==> src/design/oas_pkg.sv <==
// Shared types and constants for the olympic average ADC smoother.
// Used by oas_ctrl, oas_dp and the top level; no dependencies.
package oas_pkg;

	localparam int RING_LEN   = 10;     // history entries per channel
	localparam int SAMPLE_W   = 12;
	localparam int SCALE_W    = 16;
	localparam int FRAC_W     = 16;     // Q16 scale factor
	localparam int SUM_W      = 16;     // holds ten 12-bit entries
	localparam int POS_W      = 4;      // ring position 0..9
	localparam int IDX_W      = 4;      // scan index 0..RING_LEN
	localparam int CHAN_OUT_W = 3;
	localparam int PROD_W     = SAMPLE_W + SCALE_W;

	localparam logic [SAMPLE_W-1:0] SAMPLE_MAX   = '1;
	localparam logic [SCALE_W-1:0]  SCALE_RESET  = 16'd52800;

	typedef enum logic [2:0] {
		ST_IDLE,
		ST_WRITE,
		ST_SCAN,
		ST_AVG,
		ST_MUL,
		ST_EMIT
	} state_t;

	typedef struct packed {
		logic load_sample;  // capture the incoming request
		logic write_hist;   // update raw value, ring entry and fill position
		logic scan;         // step the history scan
		logic calc_avg;     // trimmed mean and new smoothed value
		logic calc_mul;     // scale multiply
		logic emit;         // load the output register
		logic advance;      // move to the next channel
	} ctrl_cmd_t;

	typedef struct packed {
		logic wrap;         // current write lands on the last ring slot
		logic scan_done;    // all ring entries accumulated
		logic out_free;     // output register can take a result
	} dp_sts_t;

endpackage

==> src/design/oas_ram.sv <==
// Generic simple dual-port RAM: one write port, one read port, registered read.
// No dependencies.
module oas_ram #(
	parameter int WIDTH = 12,
	parameter int DEPTH = 80
) (
	input  logic                     clk,
	input  logic                     we,
	input  logic [$clog2(DEPTH)-1:0] waddr,
	input  logic [WIDTH-1:0]         wdata,
	input  logic                     re,
	input  logic [$clog2(DEPTH)-1:0] raddr,
	output logic [WIDTH-1:0]         rdata
);

	logic [WIDTH-1:0] mem_q [DEPTH];

	always_ff @(posedge clk) begin
		if (we) begin
			mem_q[waddr] <= wdata;
		end
		if (re) begin
			rdata <= mem_q[raddr];
		end
	end

endmodule

==> src/design/oas_ctrl.sv <==
// Sequencing state machine for the olympic average ADC smoother.
// Depends on oas_pkg; drives oas_dp through ctrl_cmd_t / dp_sts_t.
module oas_ctrl (
	input  logic               clk,
	input  logic               arst_n,
	input  logic               sample_valid,
	output logic               sample_stall,
	input  oas_pkg::dp_sts_t   sts,
	output oas_pkg::ctrl_cmd_t cmd
);
	import oas_pkg::*;

	state_t state_q, state_nxt;

	always_ff @(posedge clk or negedge arst_n) begin
		if (!arst_n) begin
			state_q <= ST_IDLE;
		end else begin
			state_q <= state_nxt;
		end
	end

	always_comb begin
		state_nxt    = state_q;
		cmd          = '0;
		sample_stall = 1'b1;
		unique case (state_q)
			ST_IDLE: begin
				sample_stall = 1'b0;
				if (sample_valid) begin
					cmd.load_sample = 1'b1;
					state_nxt       = ST_WRITE;
				end
			end
			ST_WRITE: begin
				cmd.write_hist = 1'b1;
				if (sts.wrap) begin
					state_nxt = ST_SCAN;
				end else begin
					cmd.advance = 1'b1;
					state_nxt   = ST_IDLE;
				end
			end
			ST_SCAN: begin
				cmd.scan = 1'b1;
				if (sts.scan_done) begin
					state_nxt = ST_AVG;
				end
			end
			ST_AVG: begin
				cmd.calc_avg = 1'b1;
				state_nxt    = ST_MUL;
			end
			ST_MUL: begin
				cmd.calc_mul = 1'b1;
				state_nxt    = ST_EMIT;
			end
			ST_EMIT: begin
				if (sts.out_free) begin
					cmd.emit    = 1'b1;
					cmd.advance = 1'b1;
					state_nxt   = ST_IDLE;
				end
			end
			default: begin
				state_nxt = ST_IDLE;
			end
		endcase
	end

endmodule

==> src/design/oas_dp.sv <==
// Datapath: per-channel running values, history ring in RAM, trimmed-sum
// scan, smoothing, scale multiply and output register. Depends on oas_pkg, oas_ram.
module oas_dp #(
	parameter int CHANNELS  = 8,
	parameter int AVG_SHIFT = 3
) (
	input  logic                                 clk,
	input  logic                                 arst_n,
	input  oas_pkg::ctrl_cmd_t                   cmd,
	output oas_pkg::dp_sts_t                     sts,
	input  logic [oas_pkg::SAMPLE_W-1:0]         raw_sample,
	input  logic                                 scale_wr_en,
	input  logic [oas_pkg::SCALE_W-1:0]          scale_wr_data,
	output logic                                 result_valid,
	input  logic                                 result_stall,
	output logic [oas_pkg::CHAN_OUT_W-1:0]       channel,
	output logic [oas_pkg::SAMPLE_W-1:0]         average,
	output logic [oas_pkg::SCALE_W-1:0]          scaled_value
);
	import oas_pkg::*;

	localparam int CH_W  = (CHANNELS > 1) ? $clog2(CHANNELS) : 1;
	localparam int DEPTH = CHANNELS * RING_LEN;
	localparam int AW    = $clog2(DEPTH);

	logic [CH_W-1:0]     ch_q;
	logic [POS_W-1:0]    fill_q    [CHANNELS];
	logic [SAMPLE_W-1:0] raw_run_q [CHANNELS];
	logic [SAMPLE_W-1:0] avg_run_q [CHANNELS];
	logic [SCALE_W-1:0]  scale_q;
	logic [SAMPLE_W-1:0] sample_q;

	logic [IDX_W-1:0]    idx_q;
	logic                rd_vld_s1;
	logic [SUM_W-1:0]    total_q;
	logic [SAMPLE_W-1:0] lo_q, hi_q;
	logic [SAMPLE_W-1:0] avg_q;
	logic [PROD_W-1:0]   prod_q;

	logic [POS_W-1:0]    pos_cur;
	logic                pos_last;
	logic [SAMPLE_W:0]   raw_sum;
	logic [SAMPLE_W-1:0] raw_new;
	logic [AW-1:0]       base;
	logic                rd_en;
	logic [SAMPLE_W-1:0] rdata;
	logic [SUM_W-1:0]    trimmed;
	logic [SUM_W-1:0]    part;
	logic [SUM_W:0]      avg_sum;
	logic [SUM_W-1:0]    avg_half;
	logic [SAMPLE_W-1:0] avg_new;
	logic [CH_W+CHAN_OUT_W-1:0] ch_ext;

	assign pos_cur  = (fill_q[ch_q] >= POS_W'(RING_LEN)) ? '0 : fill_q[ch_q];
	assign pos_last = (pos_cur == POS_W'(RING_LEN - 1));
	assign raw_sum  = {1'b0, raw_run_q[ch_q]} + {1'b0, sample_q};
	assign raw_new  = raw_sum[SAMPLE_W:1];
	assign base     = AW'(ch_q) * AW'(RING_LEN);
	assign rd_en    = cmd.scan && (idx_q < IDX_W'(RING_LEN));

	oas_ram #(
		.WIDTH(SAMPLE_W),
		.DEPTH(DEPTH)
	) u_hist (
		.clk  (clk),
		.we   (cmd.write_hist),
		.waddr(base + AW'(pos_cur)),
		.wdata(raw_new),
		.re   (rd_en),
		.raddr(base + AW'(idx_q)),
		.rdata(rdata)
	);

	// trimmed mean and smoothing
	assign trimmed  = total_q - SUM_W'(lo_q) - SUM_W'(hi_q);
	assign part     = trimmed >> AVG_SHIFT;
	assign avg_sum  = {1'b0, part} + (SUM_W + 1)'(avg_run_q[ch_q]);
	assign avg_half = avg_sum[SUM_W:1];
	assign avg_new  = (avg_half > SUM_W'(SAMPLE_MAX)) ? SAMPLE_MAX : avg_half[SAMPLE_W-1:0];

	assign ch_ext = {{CHAN_OUT_W{1'b0}}, ch_q};

	assign sts.wrap      = pos_last;
	assign sts.scan_done = (idx_q == IDX_W'(RING_LEN));
	assign sts.out_free  = !result_valid || !result_stall;

	// control and per-channel state
	always_ff @(posedge clk or negedge arst_n) begin
		if (!arst_n) begin
			ch_q         <= '0;
			scale_q      <= SCALE_RESET;
			idx_q        <= '0;
			rd_vld_s1    <= 1'b0;
			result_valid <= 1'b0;
			for (int i = 0; i < CHANNELS; i++) begin
				fill_q[i]    <= '0;
				raw_run_q[i] <= '0;
				avg_run_q[i] <= '0;
			end
		end else begin
			if (scale_wr_en) begin
				scale_q <= scale_wr_data;
			end
			if (cmd.write_hist) begin
				raw_run_q[ch_q] <= raw_new;
				fill_q[ch_q]    <= pos_last ? '0 : pos_cur + POS_W'(1);
				idx_q           <= '0;
				rd_vld_s1       <= 1'b0;
			end
			if (cmd.scan) begin
				rd_vld_s1 <= rd_en;
				if (rd_en) begin
					idx_q <= idx_q + IDX_W'(1);
				end
			end
			if (cmd.calc_avg) begin
				avg_run_q[ch_q] <= avg_new;
			end
			if (cmd.advance) begin
				ch_q <= (ch_q == CH_W'(CHANNELS - 1)) ? '0 : ch_q + CH_W'(1);
			end
			if (cmd.emit) begin
				result_valid <= 1'b1;
			end else if (!result_stall) begin
				result_valid <= 1'b0;
			end
		end
	end

	// payload
	always_ff @(posedge clk) begin
		if (cmd.load_sample) begin
			sample_q <= raw_sample;
		end
		if (cmd.write_hist) begin
			total_q <= '0;
			lo_q    <= SAMPLE_MAX;
			hi_q    <= '0;
		end else if (cmd.scan && rd_vld_s1) begin
			total_q <= total_q + SUM_W'(rdata);
			if (rdata < lo_q) begin
				lo_q <= rdata;
			end
			if (rdata > hi_q) begin
				hi_q <= rdata;
			end
		end
		if (cmd.calc_avg) begin
			avg_q <= avg_new;
		end
		if (cmd.calc_mul) begin
			prod_q <= PROD_W'(avg_q) * PROD_W'(scale_q);
		end
		if (cmd.emit) begin
			channel      <= ch_ext[CHAN_OUT_W-1:0];
			average      <= avg_q;
			scaled_value <= SCALE_W'(prod_q >> FRAC_W);
		end
	end

endmodule

==> src/design/olympic_average_adc_smoother.sv <==
// Top level of the olympic average ADC smoother.
// Depends on oas_pkg, oas_ctrl, oas_dp (and through it oas_ram).

// Olympic-average ADC smoother. Each accepted request carries one 12-bit
// sample for the channel under an internal round-robin pointer (starting at
// channel 0 after reset, stepping once per request, wrapping at CHANNELS).
// The channel's raw running value becomes (raw + sample) / 2 and is written
// into that channel's 10-entry history ring. Every tenth request on a
// channel completes the ring: the ten entries are summed, the largest and
// smallest are dropped, the rest is shifted right by AVG_SHIFT and averaged
// with the previous smoothed value (saturating at 4095). Only then is a
// result produced: channel (pointer, low 3 bits), average, and
// scaled_value = (average * scale_factor) >> 16, millivolts at the reset
// scale of 52800. Other requests produce no result.
// Timing: a request that does not complete a ring goes through accept and
// history write; one that completes it then scans the history ring through
// the RAM's single read port, and goes on to smoothing, multiply and
// output load. sample_stall is high while a
// request is being worked on. A finished result sits in the output
// register while the next request is taken; the block waits only if a
// second result is ready while the first is still stalled.
// The history RAM holds CHANNELS*10 entries and needs no clearing pass:
// every entry is written before it is ever read.
// scale_factor is written through scale_wr_en / scale_wr_data; the user
// must write it only while the block is idle (the block does not enforce it).
module olympic_average_adc_smoother #(
	parameter int CHANNELS  = 8,
	parameter int AVG_SHIFT = 3
) (
	input  logic                               clk,
	input  logic                               arst_n,
	// configuration
	input  logic                               scale_wr_en,
	input  logic [oas_pkg::SCALE_W-1:0]        scale_wr_data,
	// sample request
	input  logic                               sample_valid,
	output logic                               sample_stall,
	input  logic [oas_pkg::SAMPLE_W-1:0]       raw_sample,
	// result request
	output logic                               result_valid,
	input  logic                               result_stall,
	output logic [oas_pkg::CHAN_OUT_W-1:0]     channel,
	output logic [oas_pkg::SAMPLE_W-1:0]       average,
	output logic [oas_pkg::SCALE_W-1:0]        scaled_value
);
	import oas_pkg::*;

	ctrl_cmd_t cmd;
	dp_sts_t   sts;

	oas_ctrl u_ctrl (
		.clk         (clk),
		.arst_n      (arst_n),
		.sample_valid(sample_valid),
		.sample_stall(sample_stall),
		.sts         (sts),
		.cmd         (cmd)
	);

	oas_dp #(
		.CHANNELS (CHANNELS),
		.AVG_SHIFT(AVG_SHIFT)
	) u_dp (
		.clk          (clk),
		.arst_n       (arst_n),
		.cmd          (cmd),
		.sts          (sts),
		.raw_sample   (raw_sample),
		.scale_wr_en  (scale_wr_en),
		.scale_wr_data(scale_wr_data),
		.result_valid (result_valid),
		.result_stall (result_stall),
		.channel      (channel),
		.average      (average),
		.scaled_value (scaled_value)
	);

`ifndef NO_ASSERTIONS
	// one request at a time: the cycle after an accept is always stalled
	a_one_at_a_time: assert property (@(posedge clk) disable iff (!arst_n)
		(sample_valid && !sample_stall) |=> sample_stall)
		else $error("request accepted while previous one in progress");

	// a new result never overwrites one still held by a stalled consumer
	a_no_overwrite: assert property (@(posedge clk) disable iff (!arst_n)
		!(cmd.emit && result_valid && result_stall))
		else $error("output register overwritten while stalled");

	// a result only appears from the emit step
	a_emit_source: assert property (@(posedge clk) disable iff (!arst_n)
		$rose(result_valid) |-> $past(cmd.emit))
		else $error("result appeared without emit");
`endif

endmodule

==> config.mk <==
export PLATFORM = sky130hd
export DESIGN_NAME = olympic_average_adc_smoother
export DESIGN_NICKNAME = d
export VERILOG_FILES = /design/src/design/oas_pkg.sv /design/src/design/oas_ram.sv /design/src/design/oas_ctrl.sv /design/src/design/oas_dp.sv /design/src/design/olympic_average_adc_smoother.sv
export SDC_FILE = /design/constraint.sdc
export NUM_CORES = 2
export LEC_CHECK = 0
export ABC_AREA = 1
export BUFFER_PORTS_ARGS = -buffer_cell sky130_fd_sc_hd__clkbuf_2
export CAP_MARGIN = 20
export CORE_MARGIN = 5
export CORE_UTILIZATION = 37
export CTS_BUF_LIST = sky130_fd_sc_hd__clkbuf_16
export CTS_CLUSTER_DIAMETER = 40
export DETAILED_ROUTE_END_ITERATION = 10
export PLACE_DENSITY_LB_ADDON = 0.05
export SLEW_MARGIN = 20
export SYNTH_ARGS = -nofsm -noshare
export SYNTH_HDL_FRONTEND = slang
export SYNTH_HIERARCHICAL = 1
export SYNTH_SLANG_ARGS = --single-unit
==> constraint.sdc <==
create_clock -name clk -period 9.3 [get_ports clk]
set_clock_uncertainty 0.1 [all_clocks]
set_input_delay 1.86 -clock clk [delete_from_list [all_inputs] [get_ports clk]]
set_output_delay 1.86 -clock clk [all_outputs]
set_load 0.02 [all_outputs]
==> results.json <==
{
  "fin_hold_ws_ns": 0.315,
  "cts_tree": "built",
  "nFillCells": 16400,
  "io_buffer_count": 61,
  "syn_area_sq_mm": 0.0634,
  "power_leakage_nw": 29.9,
  "fin_util_pct": 42.9,
  "areaGrowthSynthToFinish_pct": 15.6,
  "min_to": "u_dp/scaled_value[1]",
  "fmax_ghz": 0.150,
  "cts_resized": 0,
  "die_x_um": 424,
  "reg2regPathDepth": 16,
  "track_usage_pct": 21.6,
  "holdBufCountCts": 0,
  "power.total_mw": 31.2,
  "coreArea_sq_mm": 0.171,
  "die_h_um": 424,
  "drt_wl_total_mm": 197,
  "ys_ff_latch": 1327,
  "final_common_cell": "nand2_1",
  "synth_flop_cell": "edfxtp_1",
  "hpwlAfterDp_mm": 122,
  "report.final.slew_viol_count": 0,
  "route.vias.total": 44200,
  "cts_root_buf": "clkbuf_16",
  "crit_arrival_ns": 7.03,
  "cts_inserted_buffers": 221,
  "powerDensity_mw_per_mm2": 425,
  "rrSetupSlack_ns": 2.64,
  "synth_edf_count": 1035,
  "r2r_start": "u_dp/ch_q[0]",
  "setup_ws_ns": 2.64,
  "wl_per_cell_um": 22.9,
  "min_period_over_period_pct": 71.6,
  "grt_start_max_net_pins": 178,
  "antenna_found_initial": 1,
  "antenna_left": 0,
  "overflow": 0,
  "pre_cts_ws_ns": 2.69,
  "drt_iter0_markers": 3489,
  "status": "complete, no violations",
  "num_rows": 152,
  "cts_max_level": 4,
  "drc": 0,
  "via_per_inst": 5.15,
  "reg2reg_to": "u_dp/u_hist/mem_q[62][9]",
  "fin_area_sq_mm": 0.0733,
  "syn_inst": 6100,
  "fin_nets": 6475,
  "multiInputGateArea_sq_mm": 0.0218,
  "gp_congestion": 0.841,
  "grt_pass1_vias": 43800,
  "period_needed_ns": 6.66,
  "first_pass_iters": 5,
  "worst_slew_pin_slew_ns": 1.17,
  "ys_seq_area_share_pct": 60.2,
  "start_util_pct": 37.1,
  "maxSlewHeadroom_pct": 21.9,
  "worstPathRequired_ns": 9.67,
  "cts_setup_buffers": 0,
  "cts_buffer_depth": 3,
  "cts_sinks": 1327,
  "worstHoldPathCells": 0,
  "max-vdd-ir-drop_v": 0.000515,
  "hold_viol_final": 0,
  "yosysWarnings": 6,
  "setup.worst_path.end_class": "register",
  "cp-start-kind": "register",
  "min_from": "u_dp/prod_q[17]",
  "min_path_type": "reg -> reg",
  "syn_avg_cell_area_sq_um": 10.4,
  "seq_area_sq_mm": 0.0382,
  "dieArea_sq_mm": 0.180,
  "drive_gt1_share_pct": 10.4,
  "rsz0062_at_grt": "false",
  "grt_first_pass_wirelength_mm": 293,
  "setup_viol": 0,
  "crit_path_max_fanout": 48,
  "placed_cells": 8146,
  "placed_area_sq_mm": 0.0655,
  "instances_no_fill": 8569,
  "clk_pin_slew_ns": 0.06,
  "io_pins": 66,
  "finalSetupTns_ns": 0,
  "drv_cap": 0,
  "worstSetupPathType": "reg -> reg",
  "layout_common_cells": "nand2_1, edfxtp_1, nand3_1",
  "clk_latency_ns": 0.84,
  "async_flop_share_pct": 19.0,
  "ys_types": 61
}
-- state kept, by name, summed over array words and instances, names as in the netlist, 3 cells and up --
register and flops:
u_dp/u_hist/mem_q 960, u_dp/hi_q 12, u_ctrl/state_q 3, u_dp/lo_q 12, u_dp/avg_q 12, u_dp/channel 3
u_dp/ch_q 3, u_dp/raw_run_q 96, u_dp/fill_q 32, u_dp/idx_q 4, u_dp/prod_q 12, u_dp/scaled_value 12
u_dp/scale_q 16, u_dp/avg_run_q 96, u_dp/average 12, u_dp/u_hist/rdata 12, u_dp/sample_q 12, u_dp/total_q 16
-- cell families (layout without fill, tap and decap cells) --
kind of cell    Yosys count  count (layout)  share of synthesized area [%]
simple gates           2997            2997                           19.8
flops                  1327            1327                           60.2
buf+inv                 814            1043                           5.72
compound gates          596             596                           5.47
fa+ha+maj               302             302                           7.79
xor+xnor                 48              48                          0.675
mux                      15              15                          0.266
other cells               1               8                        0.00591
-- power by group --
group / switching, mW / internal [mW] / leakage [nW] / total [mW]
registers: 0.321 / 9.86 / 13.0 / 10.2
logic: 10.1 / 2.51 / 13.2 / 12.6
clock network: 3.08 / 5.34 / 3.81 / 8.42
-- worst max-delay path, cell delays in order (launching register included) --
cell and delay [ns]:
dfrtp_1 0.82, inv_2 0.26, nand2_1 0.53, inv_2 0.40, a221oi_1 0.36, nand4_1 0.20, ha_1 0.42, nand2_1 0.07
o21ai_0 0.61, nand4_1 0.21, nand2_1 0.25, nand3_1 0.12, nand2_1 0.10, nand2_1 0.05, nand2_1 0.35, clkinv_2 0.78
buf_4 0.60
-- layout make-up --
cell class / instances / area share [%]
Sequential cell: 1327 / 52.1
Multi-Input combinational cell: 3962 / 29.7
Clock buffer: 227 / 7.75
Tap cell: 2233 / 3.81
Clock inverter: 188 / 2.80
Inverter: 497 / 2.58
Timing Repair Buffer: 131 / 1.22
Antenna cell: 4 / 0.0136
-- worst max path at each step --
stage / start / endpoint / depth (start not counted)
floorplan: u_dp/ch_q[1] / u_dp/raw_run_q[19] / 15
global placement: u_dp/ch_q[0] / u_dp/u_hist/mem_q[39][9] / 16
detailed placement: u_dp/ch_q[0] / u_dp/u_hist/mem_q[1][9] / 16
CTS: u_dp/ch_q[0] / u_dp/u_hist/mem_q[62][9] / 16
global route: u_dp/ch_q[0] / u_dp/u_hist/mem_q[62][9] / 16
finish: u_dp/ch_q[0] / u_dp/u_hist/mem_q[62][9] / 16
-- cell usage after synthesis (10+ instances only) --
cell type / count / area share, %
nand2_1: 1788 / 11
edfxtp_1: 1035 / 49
nand3_1: 815 / 6.4
inv_1: 476 / 2.8
nor2_1: 289 / 1.7
o21ai_0: 267 / 2.1
dfrtp_1: 246 / 9.7
fa_1: 155 / 4.9
ha_1: 147 / 2.9
clkbuf_1: 146 / 0.86
a21oi_1: 111 / 0.88
buf_2: 81 / 0.64
o22ai_1: 51 / 0.50
buf_6: 49 / 0.87
dfxtp_1: 40 / 1.3
nand4_1: 32 / 0.32
o21ai_1: 30 / 0.24
xor2_1: 28 / 0.39
a221oi_1: 24 / 0.33
buf_4: 22 / 0.26
o221ai_1: 22 / 0.30
a22oi_1: 21 / 0.25
xnor2_1: 19 / 0.26
nand2_2: 18 / 0.18
buf_1: 17 / 0.10
nor3_1: 17 / 0.13
a31oi_1: 15 / 0.15
inv_2: 15 / 0.089
mux2_2: 15 / 0.27
o21ai_2: 10 / 0.14
-- metal layers --
layer / global-route usage, % / part of all wire (%) / vias up / wire (um)
met5: 0 / 0 / - / 0
met4: 5.66 / 2.3 / 0 / 4590
met3: 3.13 / 4.6 / 248 / 9050
met2: 35.6 / 48 / 1089 / 93600
met1: 30.2 / 45 / 22000 / 89400
li1: - / - / 20800 / -
Note: power is estimated with default switching activity, not from simulation.
